--- config.mk ---
export PLATFORM = sky130hd
export DESIGN_NAME = lstp_out
export DESIGN_NICKNAME = d
export VERILOG_FILES = /design/src/rtl/core/lstp_pkg.sv /design/src/rtl/core/lstp_out.sv
export VERILOG_INCLUDE_DIRS = /design/src /design/src/rtl/core
export SDC_FILE = /design/constraint.sdc
export NUM_CORES = 1
export LEC_CHECK = 0
export BUFFER_PORTS_ARGS = -buffer_cell sky130_fd_sc_hd__buf_2
export CAP_MARGIN = 10
export CORE_MARGIN = 2
export CORE_UTILIZATION = 51
export CTS_CLUSTER_SIZE = 10
export DETAILED_ROUTE_END_ITERATION = 8
export PLACE_DENSITY = 0.86
export SLEW_MARGIN = 0
export SYNTH_ARGS = -nofsm -noshare
export SYNTH_HDL_FRONTEND = slang
export SYNTH_SLANG_ARGS = --single-unit
--- constraint.sdc ---
create_clock -name clk -period 7 [get_ports clk]
set_clock_uncertainty 0.15 [all_clocks]
set_input_delay 0 -clock clk [delete_from_list [all_inputs] [get_ports clk]]
set_output_delay 0 -clock clk [all_outputs]
set_load 0.1 [all_outputs]
--- src/rtl/core/laser_scan_to_points_defines.svh ---
// ----------------------------------------------------------------------------
// Assertion macros for the laser scan to points block
// Shared assertion forms, clocked on clk and disabled while rst_n is low.
// ----------------------------------------------------------------------------
`ifndef LASER_SCAN_TO_POINTS_DEFINES_SVH
`define LASER_SCAN_TO_POINTS_DEFINES_SVH

// The consequent must hold in the same cycle as the antecedent.
`define LSTP_ASSERT_SAME(lbl, ante, cons) \
    lbl: assert property (@(posedge clk) disable iff (!rst_n) (ante) |-> (cons)) \
        else $error("lstp assertion failed");

// The consequent must hold in the cycle after the antecedent.
`define LSTP_ASSERT_NEXT(lbl, ante, cons) \
    lbl: assert property (@(posedge clk) disable iff (!rst_n) (ante) |=> (cons)) \
        else $error("lstp assertion failed");

`endif

--- src/rtl/core/lstp_pkg.sv ---
// ----------------------------------------------------------------------------
// Laser scan to points package
// Widths, constants, register codes and the arctangent table of the CORDIC.
// ----------------------------------------------------------------------------
`default_nettype none

package lstp_pkg;

    localparam int RangeW    = 16;
    localparam int IndexW    = 12;
    localparam int AngleW    = 16;
    localparam int SkipW     = 12;
    localparam int SpsW      = 13;
    localparam int PointW    = 17;
    localparam int CfgIdxW   = 3;
    localparam int CfgDataW  = 16;

    localparam int MaxSamples   = 4096;
    localparam int CordicStages = 16;
    localparam int ShiftW       = 5;
    localparam int AtanW        = 32;

    localparam int XW = 36;
    localparam int ZW = 34;

    localparam int InDataW  = 48;
    localparam int OutDataW = 48;

    localparam logic [15:0] GainQ16 = 16'd39797;
    localparam int OutLimit = 65535;

    typedef enum logic [CfgIdxW-1:0] {
        CfgStartAngle    = 3'd0,
        CfgAngleStep     = 3'd1,
        CfgSkipCount     = 3'd2,
        CfgSamplesPerScan = 3'd3,
        CfgRangeMin      = 3'd4,
        CfgRangeMax      = 3'd5
    } cfg_idx_t;

    typedef struct packed {
        logic signed [XW-1:0] x;
        logic signed [XW-1:0] y;
        logic signed [ZW-1:0] z;
        logic [IndexW-1:0]    idx;
    } cordic_t;

    function automatic logic [AtanW-1:0] atan_angle(input logic [ShiftW-1:0] i);
        logic [AtanW-1:0] a;
        case (i)
            5'd0:    a = 32'd536870912;
            5'd1:    a = 32'd316933406;
            5'd2:    a = 32'd167458907;
            5'd3:    a = 32'd85004756;
            5'd4:    a = 32'd42667331;
            5'd5:    a = 32'd21354465;
            5'd6:    a = 32'd10679838;
            5'd7:    a = 32'd5340245;
            5'd8:    a = 32'd2670163;
            5'd9:    a = 32'd1335087;
            5'd10:   a = 32'd667544;
            5'd11:   a = 32'd333772;
            5'd12:   a = 32'd166886;
            5'd13:   a = 32'd83443;
            5'd14:   a = 32'd41722;
            5'd15:   a = 32'd20861;
            5'd16:   a = 32'd10430;
            5'd17:   a = 32'd5215;
            5'd18:   a = 32'd2608;
            5'd19:   a = 32'd1304;
            5'd20:   a = 32'd652;
            5'd21:   a = 32'd326;
            5'd22:   a = 32'd163;
            5'd23:   a = 32'd81;
            default: a = '0;
        endcase
        return a;
    endfunction

endpackage

`default_nettype wire

--- src/rtl/core/lstp_out.sv ---
// ----------------------------------------------------------------------------
// Laser scan to points output stage
// Rounds and saturates the coordinates and holds them in an output register
// backed by a skid register, which also sets the pipeline enable.
// ----------------------------------------------------------------------------
`default_nettype none

`include "laser_scan_to_points_defines.svh"

module lstp_out (
    input  wire logic                            clk,
    input  wire logic                            rst_n,
    output logic                                 en,
    input  wire logic                            in_valid,
    input  wire lstp_pkg::cordic_t               in_data,
    output logic                                 m_tvalid,
    input  wire logic                            m_tready,
    output logic [lstp_pkg::OutDataW-1:0]        m_tdata
);

    localparam int PayW = 2 * lstp_pkg::PointW + lstp_pkg::IndexW;

    logic [PayW-1:0] pay_new;
    logic            take;

    logic            out_valid_reg;
    logic            out_valid_next;
    logic [PayW-1:0] out_data_reg;
    logic [PayW-1:0] out_data_next;
    logic            skid_valid_reg;
    logic            skid_valid_next;
    logic [PayW-1:0] skid_data_reg;
    logic [PayW-1:0] skid_data_next;

    function automatic logic [lstp_pkg::PointW-1:0] round_sat(
        input logic signed [lstp_pkg::XW-1:0] v
    );
        logic signed [lstp_pkg::XW:0]    sum;
        logic signed [lstp_pkg::XW-16:0] q;
        logic [lstp_pkg::PointW-1:0]     r;
        sum = $signed({v[lstp_pkg::XW-1], v}) + (lstp_pkg::XW+1)'(32768);
        q   = sum[lstp_pkg::XW:16];
        if (q > (lstp_pkg::XW-15)'(lstp_pkg::OutLimit))
            r = lstp_pkg::PointW'(lstp_pkg::OutLimit);
        else if (q < -(lstp_pkg::XW-15)'(lstp_pkg::OutLimit))
            r = -lstp_pkg::PointW'(lstp_pkg::OutLimit);
        else
            r = q[lstp_pkg::PointW-1:0];
        return r;
    endfunction

    always_comb
    begin
        pay_new = {in_data.idx, round_sat(in_data.y), round_sat(in_data.x)};
        take    = in_valid && !skid_valid_reg;

        out_valid_next  = out_valid_reg;
        out_data_next   = out_data_reg;
        skid_valid_next = skid_valid_reg;
        skid_data_next  = skid_data_reg;

        if (!out_valid_reg || m_tready)
        begin
            if (skid_valid_reg)
            begin
                out_valid_next  = 1'b1;
                out_data_next   = skid_data_reg;
                skid_valid_next = 1'b0;
            end
            else
            begin
                out_valid_next = take;
                out_data_next  = pay_new;
            end
        end
        else if (take)
        begin
            skid_valid_next = 1'b1;
            skid_data_next  = pay_new;
        end
    end

    always_ff @(posedge clk or negedge rst_n)
    begin
        if (!rst_n)
        begin
            out_valid_reg  <= 1'b0;
            skid_valid_reg <= 1'b0;
        end
        else
        begin
            out_valid_reg  <= out_valid_next;
            skid_valid_reg <= skid_valid_next;
        end
    end

    always_ff @(posedge clk)
    begin
        out_data_reg  <= out_data_next;
        skid_data_reg <= skid_data_next;
    end

    assign en       = !skid_valid_reg;
    assign m_tvalid = out_valid_reg;
    assign m_tdata  = {(lstp_pkg::OutDataW - PayW)'(0), out_data_reg};

    `LSTP_ASSERT_SAME(a_skid_needs_out, skid_valid_reg, out_valid_reg)
    `LSTP_ASSERT_NEXT(a_skid_holds, skid_valid_reg && !m_tready, skid_valid_reg)
    `LSTP_ASSERT_NEXT(a_stall_fills_skid, take && out_valid_reg && !m_tready, skid_valid_reg)
    `LSTP_ASSERT_SAME(a_x_in_limit, out_valid_reg, out_data_reg[lstp_pkg::PointW-1:0] != 17'h10000)

endmodule

`default_nettype wire

* Word level (Yosys, flattened, before mapping)
Index checks and enable logic that the tools add are counted.
** Word-level totals
- Word-level logic and storage cells :: 25
- Input bits :: 122
- Register bits after elaboration :: 94
** Operators by class
- Add/sub/neg operators :: 2
- Bitwise logic cells :: 1
- Magnitude comparators :: 4
- Reduce and logical (&&, ||, !) cells :: 6
- Multiplexer cells :: 8
** Operators by type and width (number)
- $add A36 B17 Y37 const B :: 2
- $mux W17 :: 4
- $mux W46 :: 1
- $gt A21 B17 Y1 const B :: 2
- $lt A21 B17 Y1 const B :: 2
- $mux W1 :: 3
- $logic_not A1 Y1 :: 2
- $reduce_and A2 Y1 :: 1
- $reduce_bool A2 Y1 :: 1
- $logic_and A1 B1 Y1 :: 1
- $logic_or A1 B1 Y1 :: 1
- $not A1 Y1 :: 1

* Longest topological paths before layout
- Depth after elaboration :: 5
- Gate-level depth with buffers :: 9
- Gate-level depth less buffers :: 7

* Worst setup path after synthesis
No wires, ideal clock.
- Path kind :: register to register
- Start :: register out_valid_reg, in the netlist m_tvalid
- End :: register skid_data_reg[0], enable pin
- Period minus slack after synthesis :: 6407 ps
- Data required time :: 6334 ps
- Path slack :: 593 ps
- Cell stages (with the launch flop) :: 3
- Arrival :: 5741 ps
- Setup time :: 516 ps
- Cells stage by stage :: dfrtp_1 > nand2b_1 > nor3b_1
** Between the ends
- Word-level cells in the longest chain between the ends :: 4
** Ends and longest elaborated chain
- from (decl) :: line lstp_out.sv:26 : logic out_valid_reg;
- from (signal assigned) :: line lstp_out.sv:92 : out_valid_reg <= out_valid_next;
- $logic_not A1 Y1 :: line lstp_out.sv:62 : if (!out_valid_reg || m_tready)
- $logic_or A1 B1 Y1 :: line lstp_out.sv:62
- $not A1 Y1 (no source line)
- $reduce_and A2 Y1 (no source line)
- to (signal assigned) :: line lstp_out.sv:100 : skid_data_reg <= skid_data_next;
- to (decl) :: line lstp_out.sv:32 : logic [PayW-1:0] skid_data_reg;
Every way passes these cells.
A chain may end at the register's enable or synchronous reset.

* Worst setup path in the final report
- Start :: input in_data[62] (netlist bit)
- End :: register skid_data_reg[20], data pin
** Between the ends
- Word-level cells in the longest chain between the ends :: 4
** Ends and longest elaborated chain
- from (decl) :: line lstp_out.sv:15 : input wire lstp_pkg::cordic_t in_data,
- $add A36 B17 Y37 (*) :: line lstp_out.sv:41 : sum = $signed({v[lstp_pkg::XW-1], v}) + (lstp_pkg::XW+1)'(32768);
- $lt A21 B17 Y1 :: line lstp_out.sv:45 : else if (q < -(lstp_pkg::XW-15)'(lstp_pkg::OutLimit))
- $mux W17 :: line lstp_out.sv:45
- $mux W17 (*) :: line lstp_out.sv:43 : if (q > (lstp_pkg::XW-15)'(lstp_pkg::OutLimit))
- via pay_new[20] :: line lstp_out.sv:23 : logic [PayW-1:0] pay_new;
Mark *: on every way through the listed nets, which the timed path passes. The rest lies on a longest branch.

==> key figures <==
Critical path
  – Kind of critical path: in2reg
  – CP max stage cell: nor2_1
  – Worst path cell trace: dlygate4sd3_1 -> buf_2 -> ha_1 -> nand2_1 -> nor4_1 -> a21oi_1 -> nor2_1 -> o21ai_0
  – Setup crit start kind: input pin
  – WP data required: between 6 and 7 ns
  – CP Capture Type: flip-flop
  – CP arrival: 2.89 ns
  – Flop2flop setup slack: between 4 and 5 ns
  – CP peak stage delay: slightly below 0.7 ns
  – Worst-path fanout max: 16

Pwr
  – Worst ir drop on vdd: 101.3 µV
  – Leak: between 0.002 and 0.0025 µW
  – Pwr per Cell Area: 242.2 nW/µm²

Finish
  – Commonest non-fill, non-tap cell in the layout: buf_2
  – Layout Area Growth over Synthesis: 23.05%
  – Most frequent cells in the layout: buf_2, edfxtp_1, dlygate4sd3_1
  – Ant diodes: 0
  – Final std cells w/o fill: 671
  – Final net count: ~660
  – Proportion of layout cells with a drive suffix above 1: 0.3383
  – Final instance area: approximately 6000 µm²

STA
  – Fin Hold WS: 0.004013 ns
  – Max Slew Vio Count: 0
  – Rel. slew slack: 0.4466
  – Setup TNS: 0 ns
  – Worst Max-Slew Pin Slew: 0.8270 ns
  – Final setup violation count: 0
  – RSZ-0062 raised after global routing: false
  – Endpoints failing hold: 0
  – Final Cycle Share: 0.4268
  – Min Tclk post-route: 2.988 ns
  – Fmax: 0.3347 GHz

Drt
  – Vias per inst: 5.587
  – Routed length per instance: around 16 µm
  – # DRC: 0
  – Initial drt markers: approximately 230
  – Routed via count: ~3700
  – Detailed Route WL: 11.00 mm
  – DRT antenna net count: 0
  – DRT Pass-1 Iters: 5

Clocking
  – CTS tree: done
  – Total CTS buffers: 9
  – Htree depth: 3
  – CTS sink cnt: between 90 and 100
  – Clock latency on the worst-skew pair: roughly 0.35 ns
  – Root buf cell: clkbuf_8
  – Clock tree buffer depth: 2
  – Clock-pin slew on the worst setup and hold paths: approximately 0.1 ns
  – Post-CTS Setup Bufs: 0

Die
  – Initial core utilization: 0.5197
  – Die width: 103.1 µm
  – Rows: 36
  – IO Pins: around 170
  – Die area: about 11000 µm²
  – Core area: 9639 µm²
  – Die H: roughly 100 µm

GRT
  – Total track usage: 0.2086
  – Initial antenna violation count: 0
  – Vias in the first global route: about 3500
  – Largest net degree at the start of global routing: 50
  – First-pass GRT wire length: approximately 17 mm
  – Total gr overflow: 0

Logic synthesis
  – Register area share after synthesis: 0.5614
  – Mux contribution to synthesized area: 0.07093
  – Synthesized cell area: ~5000 µm²
  – Syn Area/Cell: 12.43 µm²
  – Top FF cell, synth: edfxtp_1
  – Post-synth EDFFs: between 90 and 100
  – Simple-Gate Fraction of Synth Area: 0.1481
  – Post-Syn Instances: roughly 400
  – #FFs+latches synth: 94
  – Synth area leaders: edfxtp_1, mux2_2, xnor2_1
  – Asr flop ratio synth: 0.02128
  – Area share of the largest cell type after synthesis: 0.5514
  – Post-synth top area cell: edfxtp_1
  – Yosys warns: 0
  – Complex-gate fraction of the synthesized area: 0.1216
  – Synth Area in Adders: 0.004995
  – Post-synthesis cell type count: just under 70
  – Post-synthesis xor/xnor area fraction: 0.05594
  – Largest family of logic cells by synthesized area: simple AND/OR/NAND/NOR gates

Min path
  – Hold Crit Class: in2reg

Outcome
  – Status: finished, final reports clean

Job
  – Max Cap Violations: 0

Place
  – HPWL Detailed: between 7 and 8 mm
  – Gp weighted congestion: around 0.88
  – Dpl cell area: around 5600 µm²
  – PortBufs: 105
  – Inst Count DP: between 600 and 700
where the power goes:
group / total (µW) / leakage, µW / internal (µW) / switching [µW]
Sequential: 684 / 0.000889 / 672 / 11.3
Clock: 391 / 0.000104 / 204 / 187
Combinational: 418 / 0.00125 / 94.8 / 324
Total: 1490 / 0.00224 / 971 / 522
cell families (layout without fill, tap and decap cells):
group                    count (synthesis)  in the layout
multiplexers                            29             29
XOR/XNOR                                32             32
AND/OR/NAND/NOR                        129            129
buffers and inverters                   36            170
AO/OA/AOI/OAI                           80             80
adder cells (fa/ha/maj)                  2              2
flip-flops                              94             94
other                                    1              2
repair_timing:
| action | CTS | global route |
|---|---|---|
| resized for setup | 0 | 0 |
| hold buffers | 33 | 0 |
| hold endpoints to repair | 47 | 0 |
worst max-delay path, delay by kind of cell:
kind                       cells  cell delay (ns)
and+or+nand+nor                3             1.38
AOI/OAI and AO/OA              2             0.53
buffers and inverters          2             0.65
adders and majority gates      1             0.32
final cells by class:
type,count,area (µm²)
clock inverters,6,92.59
flip-flops and latches,94,2813
repair buffers,144,900.9
clock buffers,10,127.6
multi-input cells,274,2027
inverters,10,37.54
fillers,779,3475
well taps,133,166.4
path summary, 6_finish.rpt:
path                                    from  cells after the start           endpoint
min reg2reg                skid_data_reg[16]                      2   out_data_reg[16]
max reg2reg                   skid_valid_reg                      4   out_data_reg[18]
min in group asynchronous              rst_n                      3           m_tvalid
max                              in_data[62]                      8  skid_data_reg[20]
max in group asynchronous              rst_n                      3     skid_valid_reg
min                             in_data[107]                      3   skid_data_reg[9]
per-stage QoR:
| step | power (µW) | utilization | setup WS (ns) |
|---|---|---|---|
| after floorplan | 1024 | - | 0.5929 |
| after global placement | 1091 | 0.5824 | 4.253 |
| after detailed placement | 1100 | 0.5824 | 4.196 |
| after CTS | 1500 | 0.6395 | 4.057 |
| after global routing | 1548 | 0.6395 | 3.758 |
| final | 1493 | 0.6395 | 4.012 |
per-layer routing:
metal	global-route usage	up-vias	routed length (µm)
met5	0	-	0
met4	0.07287	0	158
met3	0.03254	12	552
met2	0.3666	127	5521
met1	0.2619	1786	4768
li1	-	1824	-
synth_stat cells, drive strengths merged, types with 2 or more instances:
master / count
nor4b: 2
buf: 17
o41ai: 3
o31ai: 4
nor4: 8
xnor2: 21
a21oi: 3
and4: 4
o211ai: 3
o311ai: 8
a31oi: 6
ha: 2
clkbuf: 9
a21bo: 2
dfrtp: 2
nand2b: 4
inv: 10
nor3b: 3
mux2: 28
nor2: 18
and2: 2
o2111ai: 2
nand2: 31
and3: 9
nand3: 18
nor3: 9
xor2: 11
or2: 2
o21ai: 31
a32oi: 2
nand3b: 2
nand4b: 2
or4: 3
or3: 2
nand4: 10
a311oi: 2
edfxtp: 92
a211oi: 4
a31o: 2
Power figures use the tool's default switching activity.
