==> src/rtl/core/laser_scan_to_points_defines.svh <==
// ----------------------------------------------------------------------------
// Assertion macros for the laser scan to points block
// Shared assertion forms, clocked on clk and disabled while rst_n is low.
// ----------------------------------------------------------------------------
`ifndef LASER_SCAN_TO_POINTS_DEFINES_SVH
`define LASER_SCAN_TO_POINTS_DEFINES_SVH

// The consequent must hold in the same cycle as the antecedent.
`define LSTP_ASSERT_SAME(lbl, ante, cons) \
    lbl: assert property (@(posedge clk) disable iff (!rst_n) (ante) |-> (cons)) \
        else $error("lstp assertion failed");

// The consequent must hold in the cycle after the antecedent.
`define LSTP_ASSERT_NEXT(lbl, ante, cons) \
    lbl: assert property (@(posedge clk) disable iff (!rst_n) (ante) |=> (cons)) \
        else $error("lstp assertion failed");

`endif

==> src/rtl/core/lstp_pkg.sv <==
// ----------------------------------------------------------------------------
// Laser scan to points package
// Widths, constants, register codes and the arctangent table of the CORDIC.
// ----------------------------------------------------------------------------
`default_nettype none

package lstp_pkg;

    localparam int RangeW    = 16;
    localparam int IndexW    = 12;
    localparam int AngleW    = 16;
    localparam int SkipW     = 12;
    localparam int SpsW      = 13;
    localparam int PointW    = 17;
    localparam int CfgIdxW   = 3;
    localparam int CfgDataW  = 16;

    localparam int MaxSamples   = 4096;
    localparam int CordicStages = 16;
    localparam int ShiftW       = 5;
    localparam int AtanW        = 32;

    localparam int XW = 36;
    localparam int ZW = 34;

    localparam int InDataW  = 48;
    localparam int OutDataW = 48;

    localparam logic [15:0] GainQ16 = 16'd39797;
    localparam int OutLimit = 65535;

    typedef enum logic [CfgIdxW-1:0] {
        CfgStartAngle    = 3'd0,
        CfgAngleStep     = 3'd1,
        CfgSkipCount     = 3'd2,
        CfgSamplesPerScan = 3'd3,
        CfgRangeMin      = 3'd4,
        CfgRangeMax      = 3'd5
    } cfg_idx_t;

    typedef struct packed {
        logic signed [XW-1:0] x;
        logic signed [XW-1:0] y;
        logic signed [ZW-1:0] z;
        logic [IndexW-1:0]    idx;
    } cordic_t;

    function automatic logic [AtanW-1:0] atan_angle(input logic [ShiftW-1:0] i);
        logic [AtanW-1:0] a;
        case (i)
            5'd0:    a = 32'd536870912;
            5'd1:    a = 32'd316933406;
            5'd2:    a = 32'd167458907;
            5'd3:    a = 32'd85004756;
            5'd4:    a = 32'd42667331;
            5'd5:    a = 32'd21354465;
            5'd6:    a = 32'd10679838;
            5'd7:    a = 32'd5340245;
            5'd8:    a = 32'd2670163;
            5'd9:    a = 32'd1335087;
            5'd10:   a = 32'd667544;
            5'd11:   a = 32'd333772;
            5'd12:   a = 32'd166886;
            5'd13:   a = 32'd83443;
            5'd14:   a = 32'd41722;
            5'd15:   a = 32'd20861;
            5'd16:   a = 32'd10430;
            5'd17:   a = 32'd5215;
            5'd18:   a = 32'd2608;
            5'd19:   a = 32'd1304;
            5'd20:   a = 32'd652;
            5'd21:   a = 32'd326;
            5'd22:   a = 32'd163;
            5'd23:   a = 32'd81;
            default: a = '0;
        endcase
        return a;
    endfunction

endpackage

`default_nettype wire

==> src/rtl/core/lstp_front.sv <==
// ----------------------------------------------------------------------------
// Laser scan to points front end
// Holds the configuration registers, filters samples and forms the start
// vector and folded angle for the first CORDIC cell over two stages.
// ----------------------------------------------------------------------------
`default_nettype none

module lstp_front (
    input  wire logic                           clk,
    input  wire logic                           rst_n,
    input  wire logic                           en,
    input  wire logic                           cfg_valid,
    output logic                                cfg_ready,
    input  wire logic [lstp_pkg::CfgIdxW-1:0]   cfg_index,
    input  wire logic [lstp_pkg::CfgDataW-1:0]  cfg_data,
    input  wire logic                           in_valid,
    input  wire logic [lstp_pkg::RangeW-1:0]    sample_range,
    input  wire logic [lstp_pkg::IndexW-1:0]    sample_index,
    input  wire logic [lstp_pkg::AngleW-1:0]    angle_offset,
    output logic                                out_valid,
    output lstp_pkg::cordic_t                   out_data
);

    logic [lstp_pkg::AngleW-1:0] start_angle_reg;
    logic [lstp_pkg::AngleW-1:0] angle_step_reg;
    logic [lstp_pkg::SkipW-1:0]  skip_count_reg;
    logic [lstp_pkg::SpsW-1:0]   samples_per_scan_reg;
    logic [lstp_pkg::RangeW-1:0] range_min_reg;
    logic [lstp_pkg::RangeW-1:0] range_upper_reg;

    logic [lstp_pkg::SpsW-1:0] scan_len;
    logic [lstp_pkg::SpsW-1:0] two_skip;
    logic [lstp_pkg::SpsW-1:0] end_index;
    logic                      keep;

    logic                          a_valid_reg;
    logic [lstp_pkg::RangeW-1:0]   a_range_reg;
    logic [lstp_pkg::IndexW-1:0]   a_index_reg;
    logic [lstp_pkg::AngleW-1:0]   a_base_reg;
    logic [lstp_pkg::AngleW-1:0]   a_prod_reg;
    logic [lstp_pkg::IndexW+lstp_pkg::AngleW-1:0] prod_full;

    logic [lstp_pkg::AngleW-1:0]       angle;
    logic signed [lstp_pkg::ZW-1:0]    z_raw;
    logic signed [lstp_pkg::ZW-1:0]    z_fold;
    logic                              flip;
    logic [2*lstp_pkg::RangeW-1:0]     x_mag;
    logic signed [lstp_pkg::XW-1:0]    x_start;

    logic                 b_valid_reg;
    lstp_pkg::cordic_t    b_data_reg;

    localparam logic signed [lstp_pkg::ZW-1:0] QuarterTurn = lstp_pkg::ZW'(64'sd1073741824);
    localparam logic signed [lstp_pkg::ZW-1:0] HalfTurn    = lstp_pkg::ZW'(64'sd2147483648);

    assign cfg_ready = 1'b1;

    always_ff @(posedge clk or negedge rst_n)
    begin
        if (!rst_n)
        begin
            start_angle_reg      <= '0;
            angle_step_reg       <= '0;
            skip_count_reg       <= '0;
            samples_per_scan_reg <= lstp_pkg::SpsW'(lstp_pkg::MaxSamples);
            range_min_reg        <= lstp_pkg::RangeW'(100);
            range_upper_reg      <= lstp_pkg::RangeW'(65535);
        end
        else if (cfg_valid)
        begin
            case (cfg_index)
                lstp_pkg::CfgStartAngle:     start_angle_reg      <= cfg_data;
                lstp_pkg::CfgAngleStep:      angle_step_reg       <= cfg_data;
                lstp_pkg::CfgSkipCount:      skip_count_reg       <= cfg_data[lstp_pkg::SkipW-1:0];
                lstp_pkg::CfgSamplesPerScan: samples_per_scan_reg <= cfg_data[lstp_pkg::SpsW-1:0];
                lstp_pkg::CfgRangeMin:       range_min_reg        <= cfg_data;
                lstp_pkg::CfgRangeMax:       range_upper_reg      <= cfg_data;
                default:                     ;
            endcase
        end
    end

    always_comb
    begin
        if (samples_per_scan_reg > lstp_pkg::SpsW'(lstp_pkg::MaxSamples))
            scan_len = lstp_pkg::SpsW'(lstp_pkg::MaxSamples);
        else
            scan_len = samples_per_scan_reg;
        two_skip  = {skip_count_reg, 1'b0};
        end_index = scan_len - {1'b0, skip_count_reg};
        keep = (two_skip < scan_len)
            && (sample_index >= skip_count_reg)
            && ({1'b0, sample_index} < end_index)
            && (sample_range >= range_min_reg)
            && (sample_range <= range_upper_reg);
        prod_full = sample_index * angle_step_reg;
    end

    always_ff @(posedge clk or negedge rst_n)
    begin
        if (!rst_n)
        begin
            a_valid_reg <= 1'b0;
            b_valid_reg <= 1'b0;
        end
        else if (en)
        begin
            a_valid_reg <= in_valid && keep;
            b_valid_reg <= a_valid_reg;
        end
    end

    always_ff @(posedge clk)
    begin
        if (en)
        begin
            a_range_reg <= sample_range;
            a_index_reg <= sample_index;
            a_base_reg  <= start_angle_reg + angle_offset;
            a_prod_reg  <= prod_full[lstp_pkg::AngleW-1:0];
        end
    end

    // The angle is folded into the right half plane; the start vector is
    // negated to compensate for the half turn.
    always_comb
    begin
        angle  = a_base_reg + a_prod_reg;
        z_raw  = $signed({{2{angle[lstp_pkg::AngleW-1]}}, angle, 16'h0000});
        flip   = 1'b0;
        z_fold = z_raw;
        if (z_raw > QuarterTurn)
        begin
            z_fold = z_raw - HalfTurn;
            flip   = 1'b1;
        end
        else if (z_raw < -QuarterTurn)
        begin
            z_fold = z_raw + HalfTurn;
            flip   = 1'b1;
        end
        x_mag   = a_range_reg * lstp_pkg::GainQ16;
        x_start = $signed({4'b0000, x_mag});
        if (flip)
            x_start = -x_start;
    end

    always_ff @(posedge clk)
    begin
        if (en)
        begin
            b_data_reg.x   <= x_start;
            b_data_reg.y   <= '0;
            b_data_reg.z   <= z_fold;
            b_data_reg.idx <= a_index_reg;
        end
    end

    assign out_valid = b_valid_reg;
    assign out_data  = b_data_reg;

endmodule

`default_nettype wire

==> config.mk <==
export PLATFORM = sky130hd
export DESIGN_NAME = lstp_front
export DESIGN_NICKNAME = d
export VERILOG_FILES = /design/src/rtl/core/laser_scan_to_points_defines.svh /design/src/rtl/core/lstp_pkg.sv /design/src/rtl/core/lstp_front.sv
export SDC_FILE = /design/constraint.sdc
export NUM_CORES = 1
export LEC_CHECK = 0
export BUFFER_PORTS_ARGS = -buffer_cell sky130_fd_sc_hd__buf_4
export CAP_MARGIN = 20
export CORE_UTILIZATION = 30
export CTS_BUF_LIST = sky130_fd_sc_hd__clkbuf_8
export DETAILED_ROUTE_END_ITERATION = 10
export GPL_TIMING_DRIVEN = 0
export PLACE_DENSITY_LB_ADDON = 0.05
export SYNTH_ARGS = -nofsm -noshare
export SYNTH_HDL_FRONTEND = slang
export SYNTH_SLANG_ARGS = --single-unit
export TNS_END_PERCENT = 20
==> constraint.sdc <==
create_clock -name clk -period 10.5 [get_ports clk]
set_input_delay 1.05 -clock clk [delete_from_list [all_inputs] [get_ports clk]]
set_output_delay 1.05 -clock clk [all_outputs]
set_load 0.03 [all_outputs]
Yosys cells after proc, flatten, opt, wreduce, memory -nomap -nowiden
Cells that the tools add are included.

word-level totals
  bits in registers = 233
  input port bits = 68
  output and inout bits = 120
  logic and storage cells = 55

cells by class
  add/subtract/negate cells = 6
  multiply operators = 2
  order comparisons = 8
  eq/ne operators = 5
  mux-type cells = 6
  reduce and logical (&&, ||, !) cells = 12

operators with widths
  kind                                                    number
  two-way mux 34 bit                                      2
  negation 32 -> 36 bit                                   1
  adder 32 x 33 -> 34 bit (second input constant)         1
  subtractor 32 x 33 -> 34 bit (second input constant)    1
  adder 16 bit                                            2
  greater-than comparator 32 bit (second input constant)  1
  < comparator 32 x 31 -> 1 bit (second input constant)   1
  multiplier 16 x 16 -> 32 bit (second input constant)    1
  two-way mux 32 bit                                      1
  greater-or-equal comparator 16 bit                      1
  <= comparator 16 bit                                    1
  multiplier 12 x 16 -> 16 bit                            1
  greater-than comparator 13 bit (second input constant)  1
  < comparator 12 x 13 -> 1 bit                           1
  < comparator 13 bit                                     1
  two-way mux 13 bit                                      1
  subtractor 13 x 12 -> 13 bit                            1
  greater-or-equal comparator 12 bit                      1
  AND reduction 2 bit                                     6
  == test 3 x 2 -> 1 bit (second input constant)          2
  == test 3 bit (second input constant)                   2
  logical AND 1 bit                                       5
  == test 3 x 1 -> 1 bit (second input constant)          1
  zero test 3 bit                                         1
  two-way mux 1 bit                                       2

Depth between registers and ports, before layout
Gate-level depths: netlist of the first run.

  word-level depth = 8
  mapped depth = 23

Worst setup path after synthesis of the first run
OpenSTA, ideal clock, no wires.

  path kind = reg2reg
  start point = register a_range_reg[8] (netlist name)
  end point = register b_data_reg (netlist bit out_data[113]), data pin
  library setup time = 0.264 ns
  arrival time = 6.680 ns
  required time = 10.236 ns
  setup slack = 3.556 ns
  stages on the path, launching flop included = 24
  path buffers = 0
  clock period less this slack = 6.944 ns
  path through = edfxtp_1 -> inv_1 -> fa_1 -> fa_1 -> inv_1 -> fa_1 -> inv_1 -> fa_1 -> inv_1 -> fa_1 -> inv_1 -> fa_1 -> inv_1 -> ha_1 -> nand4_1 -> or4_1 -> and3_1 -> xnor2_1 -> a211oi_2 -> and4b_1 -> or4b_1 -> nor4_2 -> a31oi_1 -> xor2_1

between the ends
  longest elaborated chain between the ends = 3

ends and longest elaborated chain
  element                           line               source
  start: declaration                lstp_front.sv:37   logic [lstp_pkg::RangeW-1:0] a_range_reg;
  start signal: assignment          lstp_front.sv:117  a_range_reg <= sample_range;
  multiplier 16 x 16 -> 32 bit (*)  lstp_front.sv:142  x_mag = a_range_reg * lstp_pkg::GainQ16;
  negation 32 -> 36 bit             lstp_front.sv:145  x_start = -x_start;
  two-way mux 32 bit (*)            lstp_front.sv:144  if (flip)
  named net x_start (one bit)       lstp_front.sv:48   logic signed [lstp_pkg::XW-1:0] x_start;
  end: declaration                  lstp_front.sv:51   lstp_pkg::cordic_t b_data_reg;

The timed path passes the listed nets; every way through them passes the cells marked *.
A chain may end at the register's enable or synchronous reset.

Worst setup path after layout of the first run
  start point = register a_range_reg[6] (netlist name)
  end point = register b_data_reg (netlist bit out_data[113]), data pin

Same word-level chain as after synthesis.

==> flow_summary.json, run 1 <==
{
  "reg2regPathDepth": 23,
  "timing.rr.end": "out_data[113]",
  "postCtsSetupRepairBufs": 0,
  "largest_register_ffs": 65,
  "dieArea_mm2": 0.0698,
  "hpwl_mm": 43.9,
  "max_freq_ghz": 0.126,
  "synth_area_leaders": "edfxtp_1 (18%), fa_1 (18%), ha_1 (16%)",
  "crit_buf_inv": 6,
  "status": "completed",
  "ys_dominant_reg_cell": "edfxtp_1",
  "tightest_slew_ps": 766,
  "max_cap_violations": 0,
  "tns_ps": 0,
  "clockBufferDepth": 3,
  "routed_wl_mm": 54.3,
  "grt_antenna_before_repair": 2,
  "synth_cell_types": 76,
  "std_cell_rows": 95,
  "worstSetupEndpoint": "out_data[113]",
  "die_y_um": 264,
  "r2r_setup_slack_ps": 2580,
  "synth-edff-count": 125,
  "grt_max_degree": 72,
  "syn_area_mm2": 0.0206,
  "drtIter0Drc": 420,
  "synth_top_area_cell": "edfxtp_1",
  "cp_slowest_stage_delay_ps": 650,
  "viasPerCell": 4.45,
  "synth_seq_cells": 216,
  "hp-class": "register to register",
  "cp-startpoint": "a_range_reg[6]",
  "synth-seq-area-share_pct": 29.4,
  "cts-hold-fix-buffers": 0,
  "gp_congestion": 0.818,
  "cp_max_fo": 6,
  "skew_ps": 51.8,
  "cp_cell_sequence": "inv_1, fa_1, fa_1, inv_1, fa_1, inv_1, fa_1, inv_1, fa_1, inv_1, fa_1, inv_1, ha_1, nand4_1, or4_1, a31o_2, nand2_1, xnor2_1, nand4_4, or4b_1, nor4_2, a31oi_1, xor2_1",
  "grt_usage_pct": 15.8,
  "avgSynthCellArea_um2": 10.3,
  "max-slew-margin-rel_pct": 48.9,
  "tritoncts": "yes",
  "crit_family": "adder cells",
  "min_period_ps": 7920,
  "report.final.slew_viol_count": 0,
  "min_path_cells": 0,
  "worstSetupEndpointType": "register",
  "period_share_pct": 75.5,
  "synth_top_area_share_pct": 18.2,
  "drc": 0,
  "grt_pass1_wl_mm": 84.5,
  "critPathSlowestCell": "edfxtp_1",
  "root_buffer": "clkbuf_8",
  "coreArea_mm2": 0.0676,
  "routedWlPerCell_um": 17.3,
  "layout.nets": 2754,
  "io_pins": 188,
  "gr-total-overflow": 0,
  "initial_utilization_pct": 30.5,
  "startpoint_type": "register",
  "die_w_um": 264,
  "grt_pass1_vias": 14867,
  "arrival_ps": 8270,
  "syn_inst": 1999,
  "rsz0062_at_grt": "no",
  "path_depth": 23,
  "cts-resized-gates": 0,
  "htree_num_levels": 2,
  "clk_pin_slew_ps": 70,
  "vias": 13973,
  "ant_nets": 0,
  "insertion_delay_ps": 640,
  "finalSetupViolations": 0,
  "yosysWarnings": 0,
  "detail_route.first_pass.iterations": 4,
  "crit_type": "register to register",
  "io_buffers": 134,
  "r2r_start": "a_range_reg[6]",
  "clkSinkCount": 216,
  "final_hold_viol_count": 0,
  "async_reset_ff_share_pct": 42.1,
  "drive_above_1_share_pct": 15.9,
  "numCtsBuffers": 44,
  "syn_to_final_growth_pct": 16.0,
  "required_ps": 10850
}
[placed cells by master, fill, tap and decap left out, drive strengths merged, types with 5 or more instances in the layout]
master	netlist	layout
a211oi	14	14
a21boi	8	8
a21o	23	23
a21oi	89	89
a31oi	10	10
and2	47	47
and3	6	6
buf	56	193
clkbuf	32	85
clkinv	0	8
conb	2	53
dfrtp	71	71
dfstp	20	20
edfxtp	125	125
fa	185	185
ha	267	267
inv	345	361
mux2	65	65
nand2	169	169
nand2b	19	19
nand3	10	10
nand4	15	15
nand4b	5	5
nor2	72	72
nor2b	21	21
nor3	19	19
nor4	6	6
o211ai	9	9
o21a	12	12
o21ai	84	84
o21bai	6	6
o31ai	7	7
or2	9	9
or3	5	5
or4	5	5
xnor2	75	75
xor2	36	36
[synth_stat cells, types with 8 or more instances]
cell,n
and2_1,46
edfxtp_1,125
a21oi_1,89
nor3_1,19
xnor2_1,75
dfrtp_1,71
a21o_1,23
nand2_1,169
o21ai_0,84
nor2_1,72
a21boi_0,8
mux2_2,65
buf_4,54
nand2b_1,19
o21a_1,11
inv_1,345
a31oi_1,10
a211oi_1,13
o211ai_1,9
nor2b_1,21
nand4_1,14
dfstp_2,20
nand3_1,10
clkbuf_1,32
xor2_1,36
fa_1,185
ha_1,267
[per-stage QoR]
step                util, %  area (um^2)  std cells  setup slack, ps  hold slack (ps)
finish                 35.4        23900       3143             2580              410
CTS                    35.3        23900       3140             2510              382
global placement       33.9        22900       3057             2580              401
detailed placement     34.0        23000       3060             2540              405
floorplan                 -        20800       2050             3560              400
global route           35.3        23900       3142             2200              427
[kinds of logic after synthesis]
logic type	share of synthesized area [%]
AO/OA/AOI/OAI	8.76
XOR/XNOR	4.72
adder cells (fa/ha/maj)	34.2
buffers and inverters	8.87
flip-flops	29.4
multiplexers	3.60
other	0.0364
AND/OR/NAND/NOR	10.5
[layout make-up]
class	instances	area, um^2
Antenna cell	2	5.00
Buffer	88	534
Clock buffer	52	716
Clock inverter	28	204
Fill cell	6857	43700
Inverter	345	1290
Multi-Input combinational cell	1401	12900
Sequential cell	216	6060
Tap cell	873	1090
Timing Repair Buffer	138	1080
[per-layer routing]
layer | vias to the layer above | wire length (um) | track usage (%)
li1 | 7048 | - | -
met1 | 6665 | 25300 | 20.7
met2 | 197 | 26100 | 26.9
met3 | 63 | 1610 | 2.00
met4 | 0 | 1300 | 5.11
met5 | - | 0 | 0
[how the worst min path moves through the flow]
stage / startpoint / end / slack, ps
global placement: a_index_reg[0] / out_data[0] / 400
global route: a_index_reg[9] / out_data[9] / 430
CTS: rst_n / angle_step_reg[4] / 380
finish: a_index_reg[11] / out_data[11] / 410
detailed placement: a_index_reg[4] / out_data[4] / 410
floorplan: a_index_reg[0] / out_data[0] / 400
Power of run 1 is not shown: default switching activity piles up to over one toggle a cycle in this logic, so the estimate is an artifact.
==> run 2: changes to the inputs <==
Clock period 10.5 ns to 7.4 ns, I/O delays scaled along.
==> flow_summary.json, run 2 (synthesis gave the netlist of run 1 again) <==
{
  "max_freq_ghz": 0.141,
  "io_buffers": 134,
  "required_ps": 7750,
  "routed_wl_mm": 54.6,
  "met3_length_mm": 1.69,
  "detail_route.first_pass.iterations": 4,
  "layout.nets": 2780,
  "grt_pass1_wl_mm": 84.7,
  "top_layer": "met4",
  "grt_antenna_before_repair": 2,
  "die_w_um": 264,
  "route.met2.wl_mm": 26.4,
  "placed_cells": 3060,
  "io_pins": 188,
  "period_share_pct": 95.8,
  "layout.cells.non_filler": 3169,
  "largest_register_ffs": 65,
  "gr-total-overflow": 0,
  "syn_to_final_growth_pct": 17.3,
  "worstSetupEndpointType": "register",
  "coreArea_mm2": 0.0676,
  "root_buffer": "clkbuf_8",
  "place_area_mm2": 0.0230,
  "mostFrequentLayoutCells": "inv_1 (354), ha_1 (266), buf_4 (214)",
  "report.final.slew_viol_count": 0,
  "tightest_slew_ps": 793,
  "cp-startpoint": "a_range_reg[9]",
  "tritoncts": "yes",
  "clockBufferDepth": 3,
  "std_cell_rows": 95,
  "gp_congestion": 0.818,
  "dieArea_mm2": 0.0698,
  "insertion_delay_ps": 650,
  "numCtsBuffers": 44,
  "drive_above_1_share_pct": 17.7,
  "clkSinkCount": 216,
  "grt_pass1_vias": 14945,
  "final_hold_viol_count": 0,
  "startpoint_type": "register",
  "cts-hold-fix-buffers": 0,
  "max_cap_violations": 0,
  "ant_nets": 0,
  "wl_met1_mm": 25.2,
  "hp-class": "primary input to asynchronous set/reset pin",
  "clk_pin_slew_ps": 70,
  "max-slew-margin-rel_pct": 47.1,
  "grt_usage_pct": 15.9,
  "stdcell_area_mm2": 0.0242,
  "status": "completed",
  "htree_num_levels": 2,
  "skew_ps": 52.5,
  "cp_max_fo": 6,
  "min_period_ps": 7090,
  "viasPerCell": 4.45,
  "crit_type": "register to register",
  "initial_utilization_pct": 30.5,
  "arrival_ps": 7440,
  "grt_max_degree": 72,
  "finalSetupViolations": 0,
  "rsz0062_at_grt": "no",
  "drtIter0Drc": 445,
  "hpwl_mm": 43.9,
  "routedWlPerCell_um": 17.2,
  "die_y_um": 264,
  "vias": 14095,
  "final_common_cell": "inv_1",
  "drc": 0,
  "r2r_start": "a_range_reg[9]"
}
## run 2: changes by cell type in the layout (fill, tap and decap cells not counted), sizes merged
| cell | delta |
|---|---|
| buf | +26 |
## run 2: critical path, cell delays in order, from the launching register on
cell       delay (ps)
edfxtp_1          410
inv_2             160
fa_1              450
fa_1              510
inv_1              60
fa_1              520
fa_1              440
fa_1              540
inv_1              50
fa_1              550
inv_1              50
ha_1              380
a21o_1            260
and3_1            210
a2111oi_0         390
a21oi_1           200
a21oi_2           260
xnor2_2           150
or4b_4            600
nor4_4            270
a31oi_1           150
xor2_1            190
## run 2: area by class of cell
| cell class | count | area [um^2] |
|---|---|---|
| Clock inverter | 28 | 204 |
| Inverter | 345 | 1290 |
| Multi-Input combinational cell | 1401 | 13000 |
| Clock buffer | 52 | 716 |
| Tap cell | 873 | 1090 |
| Antenna cell | 2 | 5.00 |
| Sequential cell | 216 | 6060 |
| Timing Repair Buffer | 164 | 1270 |
| Fill cell | 6840 | 43400 |
| Buffer | 88 | 534 |
## run 2: metrics by stage
| stage | setup WS (ps) | setup TNS [ps] | utilization [%] | hold slack [ps] |
|---|---|---|---|---|
| after floorplan | 456 | 0 | - | 400 |
| after global placement | -519 | -3340 | 33.9 | 401 |
| after detailed placement | -557 | -3550 | 34.0 | 405 |
| after CTS | 2.83 | 0 | 35.5 | 71.9 |
| after global routing | 10.1 | 0 | 35.8 | 137 |
| final | 313 | 0 | 35.8 | 117 |
## run 2: path summary, 6_finish.rpt
kind                                  endpoint  slack [ps]  depth (start not counted)
setup reg to reg                 out_data[113]         310                         21
hold / removal               angle_step_reg[4]         120                          1
hold reg to reg                   out_data[11]         410                          0
max in group asynchronous  range_upper_reg[14]        6530                          2
setup / recovery                 out_data[113]         310                         21
min in group clk                a_index_reg[0]         290                          1
## run 2: layer usage
layer  track usage (%)  vias to the layer above
li1                  -                     7094
met1              20.5                     6729
met2              27.3                      209
met3              2.07                       63
met4              5.14                        0
met5                 0                        -
## run 2: timing repair
item / CTS / global route
pin swaps: 1 / 5
setup endpoints to repair: 12 / 9
resized for setup: 12 / 10
buffers inserted: 10 / 16
Power of run 2 is left out for the same reason.
